===== src/design/pf_pkg.sv =====
package pf_pkg;

   localparam logic [4:0] IDX_I = 5'd8;
   localparam logic [4:0] IDX_J = 5'd9;
   localparam logic [4:0] IDX_Z = 5'd25;
   localparam logic [4:0] CELLS = 5'd25;
   localparam logic [2:0] SIDE_LAST = 3'd4;
   localparam logic [6:0] CHAR_A = 7'd65;
   localparam int LETTERS = 26;

   typedef enum logic [2:0] {
      KIND_START  = 3'd0,
      KIND_KEY    = 3'd1,
      KIND_FINISH = 3'd2,
      KIND_CIPHER = 3'd3,
      KIND_END    = 3'd4
   } kind_type;

   typedef struct packed {
      logic       valid;
      logic [4:0] idx;
   } letter_type;

   typedef struct packed {
      logic clear;
      logic place_key;
      logic fill_start;
      logic fill_step;
      logic fill_done;
      logic hold;
      logic pair_read;
      logic pick_z;
      logic sq_read;
      logic load_out;
   } ctrl_type;

   typedef struct packed {
      logic ready;
      logic held;
      logic is_letter;
      logic walk_last;
      logic out_empty;
   } stat_type;

   // uppercase, J folds into I
   function automatic letter_type letter_of(input logic [7:0] c);
      logic [7:0] u;
      letter_type r;
      u = (c >= 8'h61 && c <= 8'h7A) ? c - 8'd32 : c;
      r.valid = (u >= 8'h41 && u <= 8'h5A);
      r.idx = r.valid ? 5'(u - 8'h41) : 5'd0;
      if (r.idx == IDX_J) begin
         r.idx = IDX_I;
      end
      return r;
   endfunction

   // p / 5 for p < 25
   function automatic logic [2:0] row_of(input logic [4:0] p);
      logic [8:0] m;
      m = 9'(p) * 9'd13;
      return m[8:6];
   endfunction

   function automatic logic [2:0] col_of(input logic [4:0] p);
      logic [2:0] r;
      r = row_of(p);
      return 3'(p - 5'({2'b00, r} << 2) - {2'b00, r});
   endfunction

   function automatic logic [4:0] cell_of(input logic [2:0] r, input logic [2:0] c);
      return 5'(({2'b00, r} << 2) + {2'b00, r} + {2'b00, c});
   endfunction

   function automatic logic [2:0] dec_wrap(input logic [2:0] v);
      return (v == 3'd0) ? SIDE_LAST : 3'(v - 3'd1);
   endfunction

endpackage


===== src/design/pf_datapath.sv =====
module pf_datapath (
   input  logic               clock,
   input  logic               reset,
   input  pf_pkg::ctrl_type   ctrl,
   output pf_pkg::stat_type   stat,
   input  logic [7:0]         req_ch,
   output logic               rsp_tvalid,
   input  logic               rsp_tready,
   output logic [6:0]         rsp_char,
   output logic               rsp_last
);

   pf_pkg::letter_type letter;

   logic [25:0] present_ff, present_in;
   logic [4:0]  fill_ff, fill_in;
   logic        ready_ff, ready_in;
   logic        held_ff, held_in;
   logic [4:0]  held_letter_ff;
   logic [4:0]  walk_ff, walk_in;
   logic [1:0]  out_cnt_ff, out_cnt_in;
   logic [4:0]  out0_ff, out1_ff;

   logic [4:0] pos_mem [pf_pkg::LETTERS];
   logic [4:0] sq_mem [25];
   logic [4:0] pos_a_ff, pos_b_ff;
   logic [4:0] sq_a_ff, sq_b_ff;

   logic [4:0] wr_letter;
   logic       wr_en;
   logic [4:0] pair_b;
   logic [2:0] ra, ca, rb, cb;
   logic [4:0] na, nb;

   assign letter    = pf_pkg::letter_of(req_ch);
   assign wr_letter = ctrl.fill_step ? walk_ff : letter.idx;
   assign wr_en     = ((ctrl.fill_step && walk_ff != pf_pkg::IDX_J)
                       || (ctrl.place_key && letter.valid))
                      && !present_ff[wr_letter] && (fill_ff < pf_pkg::CELLS);
   assign pair_b    = ctrl.pick_z ? pf_pkg::IDX_Z : letter.idx;

   always_comb begin
      present_in = present_ff;
      fill_in    = fill_ff;
      ready_in   = ready_ff;
      held_in    = held_ff;
      walk_in    = walk_ff;
      out_cnt_in = out_cnt_ff;
      if (ctrl.clear) begin
         present_in = '0;
         fill_in    = '0;
         ready_in   = 1'b0;
         held_in    = 1'b0;
      end else if (wr_en) begin
         present_in[wr_letter] = 1'b1;
         fill_in = fill_ff + 5'd1;
      end
      if (ctrl.fill_done) begin
         ready_in = 1'b1;
         held_in  = 1'b0;
      end
      if (ctrl.hold) begin
         held_in = 1'b1;
      end
      if (ctrl.pair_read) begin
         held_in = 1'b0;
      end
      if (ctrl.fill_start) begin
         walk_in = '0;
      end else if (ctrl.fill_step) begin
         walk_in = walk_ff + 5'd1;
      end
      if (ctrl.load_out) begin
         out_cnt_in = 2'd2;
      end else if (rsp_tvalid && rsp_tready) begin
         out_cnt_in = out_cnt_ff - 2'd1;
      end
   end

   always_ff @(posedge clock) begin
      if (reset) begin
         present_ff <= '0;
         fill_ff    <= '0;
         ready_ff   <= 1'b0;
         held_ff    <= 1'b0;
         walk_ff    <= '0;
         out_cnt_ff <= '0;
      end else begin
         present_ff <= present_in;
         fill_ff    <= fill_in;
         ready_ff   <= ready_in;
         held_ff    <= held_in;
         walk_ff    <= walk_in;
         out_cnt_ff <= out_cnt_in;
      end
   end

   always_ff @(posedge clock) begin
      if (ctrl.hold) begin
         held_letter_ff <= letter.idx;
      end
      if (ctrl.load_out) begin
         out0_ff <= sq_a_ff;
         out1_ff <= sq_b_ff;
      end
   end

   // letter -> cell
   always_ff @(posedge clock) begin
      if (wr_en) begin
         pos_mem[wr_letter] <= fill_ff;
      end
      if (ctrl.pair_read) begin
         pos_a_ff <= pos_mem[held_letter_ff];
         pos_b_ff <= pos_mem[pair_b];
      end
   end

   always_comb begin
      ra = pf_pkg::row_of(pos_a_ff);
      ca = pf_pkg::col_of(pos_a_ff);
      rb = pf_pkg::row_of(pos_b_ff);
      cb = pf_pkg::col_of(pos_b_ff);
      if (ca == cb) begin
         na = pf_pkg::cell_of(pf_pkg::dec_wrap(ra), ca);
         nb = pf_pkg::cell_of(pf_pkg::dec_wrap(rb), cb);
      end else if (ra == rb) begin
         na = pf_pkg::cell_of(ra, pf_pkg::dec_wrap(ca));
         nb = pf_pkg::cell_of(rb, pf_pkg::dec_wrap(cb));
      end else begin
         na = pf_pkg::cell_of(ra, cb);
         nb = pf_pkg::cell_of(rb, ca);
      end
   end

   // cell -> letter
   always_ff @(posedge clock) begin
      if (wr_en) begin
         sq_mem[fill_ff] <= wr_letter;
      end
      if (ctrl.sq_read) begin
         sq_a_ff <= sq_mem[na];
         sq_b_ff <= sq_mem[nb];
      end
   end

   assign rsp_tvalid = (out_cnt_ff != 2'd0);
   assign rsp_char   = pf_pkg::CHAR_A + {2'b00, (out_cnt_ff == 2'd2) ? out0_ff : out1_ff};
   assign rsp_last   = (out_cnt_ff == 2'd1);

   assign stat.ready     = ready_ff;
   assign stat.held      = held_ff;
   assign stat.is_letter = letter.valid;
   assign stat.walk_last = (walk_ff == pf_pkg::IDX_Z);
   assign stat.out_empty = (out_cnt_ff == 2'd0);

`ifndef SYNTH
   a_fill_matches_present: assert property (@(posedge clock) disable iff (reset)
      $countones(present_ff) == 32'(fill_ff))
      else $error("fill count disagrees with present letters");
   a_square_full: assert property (@(posedge clock) disable iff (reset)
      ctrl.fill_done |=> fill_ff == pf_pkg::CELLS)
      else $error("square not full after key finish");
   a_load_empty: assert property (@(posedge clock) disable iff (reset)
      ctrl.load_out |-> out_cnt_ff == 2'd0)
      else $error("output buffer overwritten");
   a_pair_ready: assert property (@(posedge clock) disable iff (reset)
      ctrl.pair_read |-> ready_ff && (held_ff || ctrl.pick_z))
      else $error("pair decrypt without square or held letter");
`endif

endmodule


===== src/design/pf_controller.sv =====
module pf_controller (
   input  logic               clock,
   input  logic               reset,
   input  logic               req_tvalid,
   output logic               req_tready,
   input  logic [2:0]         req_kind,
   input  pf_pkg::stat_type   stat,
   output pf_pkg::ctrl_type   ctrl
);

   typedef enum logic [1:0] {
      ST_IDLE,
      ST_FILL,
      ST_POS,
      ST_OUT
   } state_type;

   state_type state_ff, state_in;

   assign req_tready = (state_ff == ST_IDLE);

   always_comb begin
      state_in = state_ff;
      ctrl     = '0;
      case (state_ff)
         ST_IDLE: begin
            if (req_tvalid) begin
               case (req_kind)
                  pf_pkg::KIND_START: begin
                     ctrl.clear = 1'b1;
                  end
                  pf_pkg::KIND_KEY: begin
                     ctrl.place_key = !stat.ready;
                  end
                  pf_pkg::KIND_FINISH: begin
                     if (!stat.ready) begin
                        ctrl.fill_start = 1'b1;
                        state_in = ST_FILL;
                     end
                  end
                  pf_pkg::KIND_CIPHER: begin
                     if (stat.ready && stat.is_letter) begin
                        if (stat.held) begin
                           ctrl.pair_read = 1'b1;
                           state_in = ST_POS;
                        end else begin
                           ctrl.hold = 1'b1;
                        end
                     end
                  end
                  pf_pkg::KIND_END: begin
                     if (stat.ready && stat.held) begin
                        ctrl.pair_read = 1'b1;
                        ctrl.pick_z    = 1'b1;
                        state_in = ST_POS;
                     end
                  end
                  default: begin
                  end
               endcase
            end
         end
         ST_FILL: begin
            ctrl.fill_step = 1'b1;
            if (stat.walk_last) begin
               ctrl.fill_done = 1'b1;
               state_in = ST_IDLE;
            end
         end
         ST_POS: begin
            ctrl.sq_read = 1'b1;
            state_in = ST_OUT;
         end
         ST_OUT: begin
            if (stat.out_empty) begin
               ctrl.load_out = 1'b1;
               state_in = ST_IDLE;
            end
         end
         default: begin
            state_in = ST_IDLE;
         end
      endcase
   end

   always_ff @(posedge clock) begin
      if (reset) begin
         state_ff <= ST_IDLE;
      end else begin
         state_ff <= state_in;
      end
   end

endmodule


===== src/design/playfair_decryptor.sv =====
// channel | dir | tdata                 | tuser      | tlast
// req     | in  | [7:0] ch              | [2:0] cmd  | -
// rsp     | out | [6:0] plain_char, [7] 0 | -        | last
//
// Start, key byte and first letter of a pair are taken without leaving idle.
// Finish key: a walk over the alphabet.
// Second letter or end of message: letter-to-cell read, cell-to-letter read, then
// buffer load; the load waits while the previous pair is still in the buffer.
// Reset clears the square-ready flag, letter presence, counters and the output buffer.
// A stalled rsp holds its transaction; req is taken again once the controller is idle.
module playfair_decryptor (
   input  logic       clock,
   input  logic       reset,
   input  logic       req_tvalid,
   output logic       req_tready,
   input  logic [7:0] req_tdata,   // [7:0] ch
   input  logic [2:0] req_tuser,   // [2:0] cmd
   output logic       rsp_tvalid,
   input  logic       rsp_tready,
   output logic [7:0] rsp_tdata,   // [6:0] plain_char, [7] zero
   output logic       rsp_tlast
);

   pf_pkg::ctrl_type ctrl;
   pf_pkg::stat_type stat;
   logic [6:0]       rsp_char;

   pf_controller u_ctrl (
      .clock      (clock),
      .reset      (reset),
      .req_tvalid (req_tvalid),
      .req_tready (req_tready),
      .req_kind   (req_tuser),
      .stat       (stat),
      .ctrl       (ctrl)
   );

   pf_datapath u_dp (
      .clock      (clock),
      .reset      (reset),
      .ctrl       (ctrl),
      .stat       (stat),
      .req_ch     (req_tdata),
      .rsp_tvalid (rsp_tvalid),
      .rsp_tready (rsp_tready),
      .rsp_char   (rsp_char),
      .rsp_last   (rsp_tlast)
   );

   assign rsp_tdata = {1'b0, rsp_char};

endmodule

===== config.mk =====
export PLATFORM = sky130hd
export DESIGN_NAME = playfair_decryptor
export DESIGN_NICKNAME = d
export VERILOG_FILES = /design/src/design/pf_pkg.sv /design/src/design/pf_datapath.sv /design/src/design/pf_controller.sv /design/src/design/playfair_decryptor.sv
export SDC_FILE = /design/constraint.sdc
export NUM_CORES = 1
export LEC_CHECK = 0
export BUFFER_PORTS_ARGS = -buffer_cell sky130_fd_sc_hd__buf_4
export CAP_MARGIN = 15
export CORE_MARGIN = 5
export CORE_UTILIZATION = 50
export DETAILED_ROUTE_END_ITERATION = 6
export PLACE_DENSITY = 0.66
export SLEW_MARGIN = 20
export SYNTH_ARGS = -nofsm -noshare
export SYNTH_HDL_FRONTEND = slang
export SYNTH_SLANG_ARGS = --single-unit

===== constraint.sdc =====
create_clock -name clock -period 8 [get_ports clock]
set_clock_uncertainty 0.05 [all_clocks]
set_input_delay 0 -clock clock [delete_from_list [all_inputs] [get_ports clock]]
set_output_delay 0 -clock clock [all_outputs]
set_load 0.02 [all_outputs]

After elaboration in Yosys (flattened, before gate mapping)
Memories as Yosys holds them, arrays and structs flattened. A register that Yosys moved wholly into a read port is not among the register bits. Index checks and enable logic that the tools add are counted.

Flip-flop bits (word level): 57. Bits in writable memories: 255. Input bits: 15. Output and inout bits: 11. Word-level logic and storage cells: 153. Memories kept: 2.

$add $sub $neg: 24. $mul: 2. Order comparisons: 7. Equal/unequal tests: 22. Muxes and demuxes: 55. Bitwise operators: 1. Reductions and logical operators: 29.

Memories: u_dp.pos_mem (words 26, width 5, read ports 2, clocked after Yosys merged registers in 2, wr ports 1, RTL line pf_datapath.sv:24) `logic [4:0] pos_mem [pf_pkg::LETTERS];`; u_dp.sq_mem (words 25, width 5, read ports 2, clocked after Yosys merged registers in 2, wr ports 1, RTL line pf_datapath.sv:25) `logic [4:0] sq_mem [25];`.

Operators with widths (number): $add A5 B3 Y5 (10); $mux W5 (9); $or A26 B26 Y26 (1); $mux W2 (12); $mux W3 (8); $mux W1 (20); $mul A5 B4 Y9 const B (2); $ge A8 B7 Y1 const B (2); $le A8 B7 Y1 const B (2); $logic_not A3 Y1 (5); $sub A3 B1 Y3 const B (4); $sub A3 B3 Y3 (4); $add A5 B1 Y5 const B (2); $logic_and A1 B1 Y1 (10); $ne A3 B2 Y1 const B (3); $mux W8 (1); $pmux W2 S4 (1); $reduce_and A8 Y1 (1); $reduce_or A2 Y1 (4); $sub A8 B6 Y8 const B (1); $add A7 B5 Y7 const A (1); $eq A2 B2 Y1 const B (3); $eq A3 B2 Y1 const B (2); $eq A3 B3 Y1 (2); other kinds (23) (30).

Longest topological paths before layout
Gate-level depths: netlist (run 1).

Depth after elaboration: 16. Depth in mapped cells: 30. Gate-level depth less buffers: 28.

Modules after synthesis
From an unflattened synthesis (run 1), not the netlist that was laid out.

Cells, all modules: 1510. Area, all modules: 18325.1 um2.

Modules (own cells, without submodules): pf_datapath (instances 1, cells each 1470, area an instance 18054.8 um2); pf_controller (instances 1, cells each 38, area an instance 259.0 um2); playfair_decryptor (instances 1, cells each 2, area an instance 11.3 um2).

Least setup slack after synthesis (run 1)
OpenSTA, ideal clock, no wires.

Path kind: register to register. Start point: register u_dp.pos_b_ff[1], read port of u_dp.pos_mem. End point: register u_dp.sq_b_ff[3], read port of u_dp.sq_mem (data pin). Library setup time: 0.264 ns. Arrival time: 5.916 ns. Slack: 1.770 ns. Stages on the path, launching flop included: 23. Clock period less this slack: 6.230 ns. Path through: edfxtp_1 > ha_1 > fa_1 > ha_1 > a41oi_1 > o21ai_0 > xor2_1 > inv_1 > ha_1 > or4_1 > o211ai_1 > nor3_1 > fa_1 > inv_1 > fa_1 > xor2_1 > mux2i_1 > clkbuf_1 > mux4_2 > nand2_1 > a21oi_1 > a31oi_1 > o21bai_1.

Longest elaborated chain between the ends: 8.

Ends and longest elaborated chain: start, declared (RTL line pf_datapath.sv:26) `logic [4:0] pos_a_ff, pos_b_ff;`; $mul A5 B4 Y9 (RTL line pf_pkg.sv:61) `m = 9'(p) * 9'd13;`; $sub A3 B3 Y3 (2 in series) (RTL line pf_pkg.sv:68) `return 3'(p - 5'({2'b00, r} << 2) - {2'b00, r});`; $sub A3 B1 Y3 or $logic_not A3 Y1 (tied branches) (RTL line pf_pkg.sv:76) `return (v == 3'd0) ? SIDE_LAST : 3'(v - 3'd1);`; $mux W3 (RTL line pf_pkg.sv:76); $add A5 B3 Y5 (RTL line pf_pkg.sv:72) `return 5'(({2'b00, r} << 2) + {2'b00, r} + {2'b00, c});`; $mux W5 (RTL line pf_datapath.sv:127) `end else if (ra == rb) begin`; $mux W5 * (RTL line pf_datapath.sv:124) `if (ca == cb) begin`; end, declared (RTL line pf_datapath.sv:27) `logic [4:0] sq_a_ff, sq_b_ff;`.

Every way passes the cells marked *; elsewhere a longest branch is shown, timed or not. A chain may end at the register's enable or synchronous reset.

Worst setup path in the final report (run 1)
Start point: register u_dp.pos_b_ff[1], read port of u_dp.pos_mem. End point: register u_dp.sq_b_ff[2], read port of u_dp.sq_mem (data pin).

Same word-level chain as after synthesis.

==> flow_metrics.py, run 1 <==
metrics = {
    "global_route": {
        "first_global_vias": 13200,
        "busiest_layer": "met2",
        "grt_max_degree": 60,
        "grt_use_total_pct": 24.1,
        "grt_first_pass_wirelength_um": 76200,
        "use_met3_pct": 3.54,
        "use_met1_pct": 32.2,
        "grt_remaining_overflow": 0,
        "grt_use_met2_pct": 39.6,
        "grt_antenna_before_repair": 0,
    },
    "sta": {
        "worst_pin_slew_ns": 1.07,
        "timing.final.crit_share_pct": 88.6,
        "slew_viol_final": 0,
        "finalWorstSetupSlack_ns": 0.913,
        "rsz0062_at_grt": "no",
        "whs_ns": 0.106,
        "max-slew-margin-rel_pct": 26.4,
        "fmax_mhz": 141,
        "hold_viol": 0,
        "setup_viol_count_final": 0,
        "period_minus_slack_ns": 7.09,
        "fin_tns_setup_ns": 0,
    },
    "final_layout": {
        "antenna_cells": 0,
        "layout_commonest_cell": "edfxtp_1",
        "regArea_um2": 9550,
        "drive_gt1_share_pct": 12.2,
        "nets": 1700,
        "nFillCells": 2972,
        "multi_input_area_um2": 8090,
        "final_cell_area_um2": 20200,
        "syn_to_final_growth_pct": 11.0,
        "layout_common_cells": "edfxtp_1, nand2_1, nand3_1",
        "fin_util_pct": 56.4,
        "final_cells": 2094,
    },
    "route": {
        "drt_wl_total_um": 49300,
        "wl_per_cell_um": 23.5,
        "drt-initial-drc-count": 1465,
        "avgViaCountPerCell": 6.36,
        "ant_nets": 0,
        "drtPass1Iterations": 5,
        "drc_errors": 0,
        "dr_total_vias": 13300,
    },
    "worst_setup_path": {
        "cp.depth": 21,
        "critPathMaxFanout": 24,
        "path_delay_family": "adder cells",
        "path_class": "register to register",
        "critical-path-max-stage-delay_ns": 0.78,
        "path_cells": "ha_1, fa_1, ha_1, a41oi_1, o21ai_0, a21oi_1, xor2_1, inv_1, ha_1, xnor3_1, ha_1, o21ai_0, o21a_1, ha_1, fa_1, mux2_2, nor2_1, a32o_1, a221oi_1, o22ai_1, o211ai_1",
        "crit_top_cell": "ha_1",
        "critPathRequiredTime_ns": 8.23,
        "cp_slowest_cell": "nor2_1",
        "start_kind": "register",
        "crit_arrival_ns": 7.32,
        "path_buf_inv": 1,
        "cp-end-kind": "register",
        "r2r_cells": 21,
    },
    "floorplanning": {
        "fp.dieArea_um2": 40300,
        "io_pins": 26,
        "die_h_um": 201,
        "initial_utilization_pct": 50.8,
        "die_w_um": 201,
        "num_rows": 69,
        "coreArea_um2": 35700,
    },
    "synth": {
        "synth_seq_cells": 332,
        "yosys.cell_types.count": 83,
        "syn_area_per_cell_um2": 11.4,
        "synthFlopType": "edfxtp_1",
        "synth_edf_count": 290,
        "yosysWarningCount": 0,
        "syn-instance-count": 1594,
        "seq_area_frac_synth_pct": 52.6,
        "async_flop_share_pct": 0,
        "syn-num-nets": 1689,
        "synthesis.area_um2": 18200,
    },
    "clock_network": {
        "cts.path.max_buffers": 3,
        "h-tree-depth": 2,
        "post_cts_buffers": 0,
        "numCtsBuffers": 37,
        "clk_latency_ns": 0.55,
        "clkSinkCount": 332,
        "cts_tree": "done",
        "cts-root-buf": "clkbuf_16",
        "path_clk_slew_ns": 0.06,
    },
    "power": {
        "swShare_pct": 21.8,
        "p_int_mw": 2.95,
        "p_sw_uw": 824,
        "max-vdd-ir-drop_mv": 0.212,
        "clkPwrFrac_pct": 45.4,
        "p_seq_share_pct": 49.8,
        "power_density_nw_per_um2": 187,
        "p_total_mw": 3.78,
        "p_leak_nw": 7.37,
        "combPwrFrac_pct": 4.8,
    },
    "place": {
        "place.gp.congestion": 0.935,
        "place_ws_ns": 0.953,
        "dp_hpwl_um": 33600,
        "placed_cell_area_um2": 18800,
        "portBuffers": 23,
        "place_inst": 2011,
    },
    "hold_path": {
        "hold_path_class": "input port to register",
        "worstHoldPathCells": 5,
    },
    "run_status": {
        "status": "completed",
    },
    "flow_run": {
        "drv_cap": 0,
    },
}
## repair_timing
action / in CTS / in global routing
endpoints found under the hold margin: 22 / 0
hold buffers: 15 / 0
gates resized for setup: 0 / 0
## final cells by class
| type | instances | area share (%) |
|---|---|---|
| Clock buffer | 47 | 4.99 |
| Tap cell | 461 | 2.86 |
| Inverter | 49 | 0.912 |
| Sequential cell | 332 | 47.4 |
| Timing Repair Buffer | 67 | 2.78 |
| Multi-Input combinational cell | 1118 | 40.1 |
| Clock inverter | 20 | 1.01 |
## layer usage
| metal | share of wire, % | up-vias |
|---|---|---|
| met5 | 0 | - |
| met1 | 41 | 6537 |
| met2 | 47 | 598 |
| met3 | 7.2 | 133 |
| met4 | 4.2 | 0 |
| li1 | - | 6040 |
## power by group through the flow
stage | registers (mW) | logic (mW) | clock network, mW
final | 1.88 | 0.181 | 1.71
after global routing | 1.88 | 0.196 | 1.81
after CTS | 1.88 | 0.176 | 1.74
after detailed placement | 1.92 | 0.171 | 0
after global placement | 1.92 | 0.169 | 0
after floorplan | 1.92 | 0.115 | 0
## synth_stat cells (6+ instances only)
cell type	n	area, um2
edfxtp_1	290	8710
nand2_1	263	987
nand3_1	86	430
nor2_1	82	308
a21oi_1	78	390
ha_1	70	876
mux2i_1	66	661
clkbuf_1	59	221
nor3_1	50	250
inv_1	45	169
dfxtp_1	42	841
mux4_2	42	946
and3_1	37	231
a32o_1	30	300
xnor2_1	27	236
o21ai_0	25	125
a32oi_1	21	184
a31oi_1	16	100
buf_1	16	60.1
mux2_2	16	180
nor2b_1	16	100
xor2_1	14	123
a211oi_1	13	97.6
a221oi_1	12	105
buf_2	12	60.1
o211ai_1	11	82.6
fa_1	10	200
nor3b_1	8	60.1
o22ai_1	8	50.1
a21o_1	7	52.6
nand2b_1	7	43.8
nand4_1	7	43.8
a211o_1	6	52.6
o21bai_1	6	45.0
## sequential cells by signal, summed over array words and instances, names as in the netlist
signal	cells
u_dp.held_ff	1
u_ctrl.state_ff	2
u_dp.sq_b_ff	5
u_dp.sq_mem	125
u_dp.out_cnt_ff	2
u_dp.held_letter_ff	5
u_dp.walk_ff	5
u_dp.pos_b_ff	5
u_dp.fill_ff	5
u_dp.sq_a_ff	5
u_dp.pos_a_ff	5
u_dp.out1_ff	5
u_dp.pos_mem	130
u_dp.present_ff	26
u_dp.ready_ff	1
u_dp.out0_ff	5
## cell families (layout without fill, tap and decap cells)
kind of cell             after synthesis  count (layout)  synth area share, %
XOR/XNOR                              42              42                 2.10
flip-flops                           332             332                 52.6
multiplexers                         126             126                 9.99
AO/OA/AOI/OAI                        280             280                 11.2
AND/OR/NAND/NOR                      588             588                 14.9
buffers and inverters                144             183                 3.28
adder cells (fa/ha/maj)               80              80                 5.92
other                                  2               2               0.0413
## final timing paths
check,startpoint,to,slack [ns]
max,u_dp.pos_b_ff[1],u_dp.sq_b_ff[2],0.91
min,req_tdata[6],u_dp.held_letter_ff[2],0.11
max reg2reg,u_dp.pos_b_ff[1],u_dp.sq_b_ff[2],0.91
min reg2reg,u_dp.sq_a_ff[2],u_dp.out0_ff[2],0.38
## worst reg2reg max path, cell delays in order, from the launching register on
cell      delay, ns
edfxtp_1       0.47
ha_1           0.35
fa_1           0.46
ha_1           0.29
a41oi_1        0.13
o21ai_0        0.47
a21oi_1        0.16
xor2_1         0.43
inv_1          0.09
ha_1           0.33
xnor3_1        0.42
ha_1           0.22
o21ai_0        0.16
o21a_1         0.15
ha_1           0.20
fa_1           0.46
mux2_2         0.52
nor2_1         0.78
a32o_1         0.28
a221oi_1       0.08
o22ai_1        0.22
o211ai_1       0.11
Note: power is estimated with default switching activity, not from simulation.
==> run 2: changes to the inputs <==
Settings changed: CAP_MARGIN 15 to default, CORE_MARGIN 5 to 2, CORE_UTILIZATION 50 to 30, PLACE_DENSITY 0.66 to default.
==> flow_metrics.py, run 2 (synthesized netlist as in run 1, its figures left out) <==
metrics = {
    "floorplanning": {
        "num_rows": 90,
        "die_w_um": 250,
        "fp.dieArea_um2": 62600,
        "coreArea_um2": 60100,
        "io_pins": 26,
        "die_h_um": 250,
        "initial_utilization_pct": 30.2,
    },
    "final_layout": {
        "nets": 1700,
        "antenna_cells": 0,
        "syn_to_final_growth_pct": 13.6,
        "drive_gt1_share_pct": 12.4,
        "final_cell_area_um2": 20600,
        "multi_input_area_um2": 8080,
        "regArea_um2": 9550,
        "largest_reg_flops": 130,
        "nFillCells": 5963,
        "layout_commonest_cell": "edfxtp_1",
        "reg_top3": "u_dp.pos_mem x130, u_dp.sq_mem x125, u_dp.present_ff x26",
        "layout_common_cells": "edfxtp_1, nand2_1, nand3_1",
        "final_cells": 2415,
        "regMostFlops": "u_dp.pos_mem",
    },
    "worst_setup_path": {
        "critPathMaxFanout": 38,
        "start_kind": "register",
        "path_delay_family": "adder cells",
        "r2r-end": "u_dp.sq_a_ff[0]",
        "crit_top_cell": "ha_1",
        "critical-path-max-stage-delay_ns": 0.81,
        "ff2ff_setup_slack_ns": 0.88,
        "cp-end-kind": "register",
        "r2r_cells": 29,
        "path_class": "register to register",
        "path_buf_inv": 5,
        "critPathRequiredTime_ns": 8.33,
        "r2r-start": "u_dp.pos_a_ff[1]",
        "cp_slowest_cell": "and2_2",
        "crit_arrival_ns": 7.45,
    },
    "route": {
        "drt-initial-drc-count": 1633,
        "drt_wl_total_um": 50300,
        "drc_errors": 5,
        "drtPass1Iterations": 7,
        "avgViaCountPerCell": 5.57,
        "ant_nets": 0,
        "dr_total_vias": 13400,
        "wl_per_cell_um": 20.8,
    },
    "hold_path": {
        "worstHoldEndpoint": "u_dp.held_letter_ff[2]",
        "hold_path_class": "input port to register",
        "holdCritStartpoint": "req_tdata[7]",
        "worstHoldPathCells": 4,
    },
    "power": {
        "p_total_mw": 3.92,
        "p_leak_nw": 7.42,
        "max-vdd-ir-drop_mv": 0.167,
        "power_density_nw_per_um2": 190,
    },
    "place": {
        "dp_hpwl_um": 34500,
        "placed_cell_area_um2": 19200,
        "portBuffers": 23,
        "place.gp.congestion": 0.907,
        "place_inst": 2335,
    },
    "clock_network": {
        "path_clk_slew_ns": 0.06,
        "h-tree-depth": 2,
        "cts-root-buf": "clkbuf_16",
        "ctsResizeCount": 0,
        "cts_tree": "done",
        "clkSinkCount": 332,
        "cts.path.max_buffers": 3,
        "clk_latency_ns": 0.55,
        "numCtsBuffers": 37,
    },
    "sta": {
        "max-slew-margin-rel_pct": 22.2,
        "slew_viol_final": 0,
        "setup_viol_count_final": 0,
        "fin_tns_setup_ns": 0,
        "fmax_mhz": 140,
        "rsz0062_at_grt": "no",
        "worst_pin_slew_ns": 1.16,
        "hold_viol": 0,
        "period_minus_slack_ns": 7.12,
        "timing.final.crit_share_pct": 89.0,
        "whs_ns": 0.0241,
    },
    "global_route": {
        "grt_use_total_pct": 15.8,
        "grt_remaining_overflow": 0,
        "first_global_vias": 13000,
        "grt_max_degree": 60,
        "grt_first_pass_wirelength_um": 77500,
        "grt_antenna_before_repair": 0,
    },
    "run_status": {
        "violations": "DRC",
        "status": "finished, violations left",
    },
    "flow_run": {
        "drv_cap": 0,
    },
}
-- run 2: what timing repair did --
action / in CTS / in global routing
buffers inserted: 0 / 0
hold buffers: 13 / 0
endpoints found under the setup margin: 0 / 0
endpoints found under the hold margin: 15 / 0
-- run 2: layer usage --
metal	GRT usage, %	part of all wire [%]	wire length, um	up-vias
met2	24.9	46	23200	666
met5	0	0	0	-
li1	-	-	-	6052
met4	6.33	3.7	1860	0
met3	2.72	7.4	3720	117
met1	21.5	43	21400	6614
-- run 2: area by class of cell --
cell class	instances	share of cell area (%)
flip-flops and latches	332	46.3
multi-input cells	1118	39.1
well taps	782	4.74
clock buffers	39	4.52
repair buffers	67	2.59
clock inverters	28	1.86
inverters	49	0.891
-- run 2: worst reg2reg max path: cells and delay by family (launching register included) --
family	cells	cell delay, ns
flops	1	0.47
xor+xnor	3	0.56
buf+inv	5	0.89
fa+ha+maj	8	2.34
simple gates	4	1.05
compound gates	9	1.61
-- run 2: worst max-delay path by stage --
stage	from	to	slack, ns	cells after the start
2_1_floorplan	u_dp.pos_b_ff[1]	u_dp.sq_b_ff[3]	1.77	22
3_3_place_gp	u_dp.pos_a_ff[1]	u_dp.sq_a_ff[1]	1.16	28
3_5_place_dp	u_dp.pos_a_ff[1]	u_dp.sq_a_ff[1]	0.97	28
6_report	u_dp.pos_a_ff[1]	u_dp.sq_a_ff[0]	0.88	29
5_1_grt	u_dp.pos_a_ff[1]	u_dp.sq_a_ff[0]	0.31	29
4_1_cts	u_dp.pos_a_ff[1]	u_dp.sq_a_ff[1]	0.94	28
-- run 2: report_power, final --
group	internal (mW)	total [mW]	switching, mW
registers	1.87	1.88	0.00457
logic	0.0568	0.185	0.128
clock network	1.14	1.86	0.717
-- run 2: per-stage QoR --
step | utilization [%] | setup WS [ns]
after floorplan | - | 1.77
after global placement | 31.9 | 1.16
after detailed placement | 31.9 | 0.966
after CTS | 34.3 | 0.935
after global routing | 34.3 | 0.310
final | 34.3 | 0.881
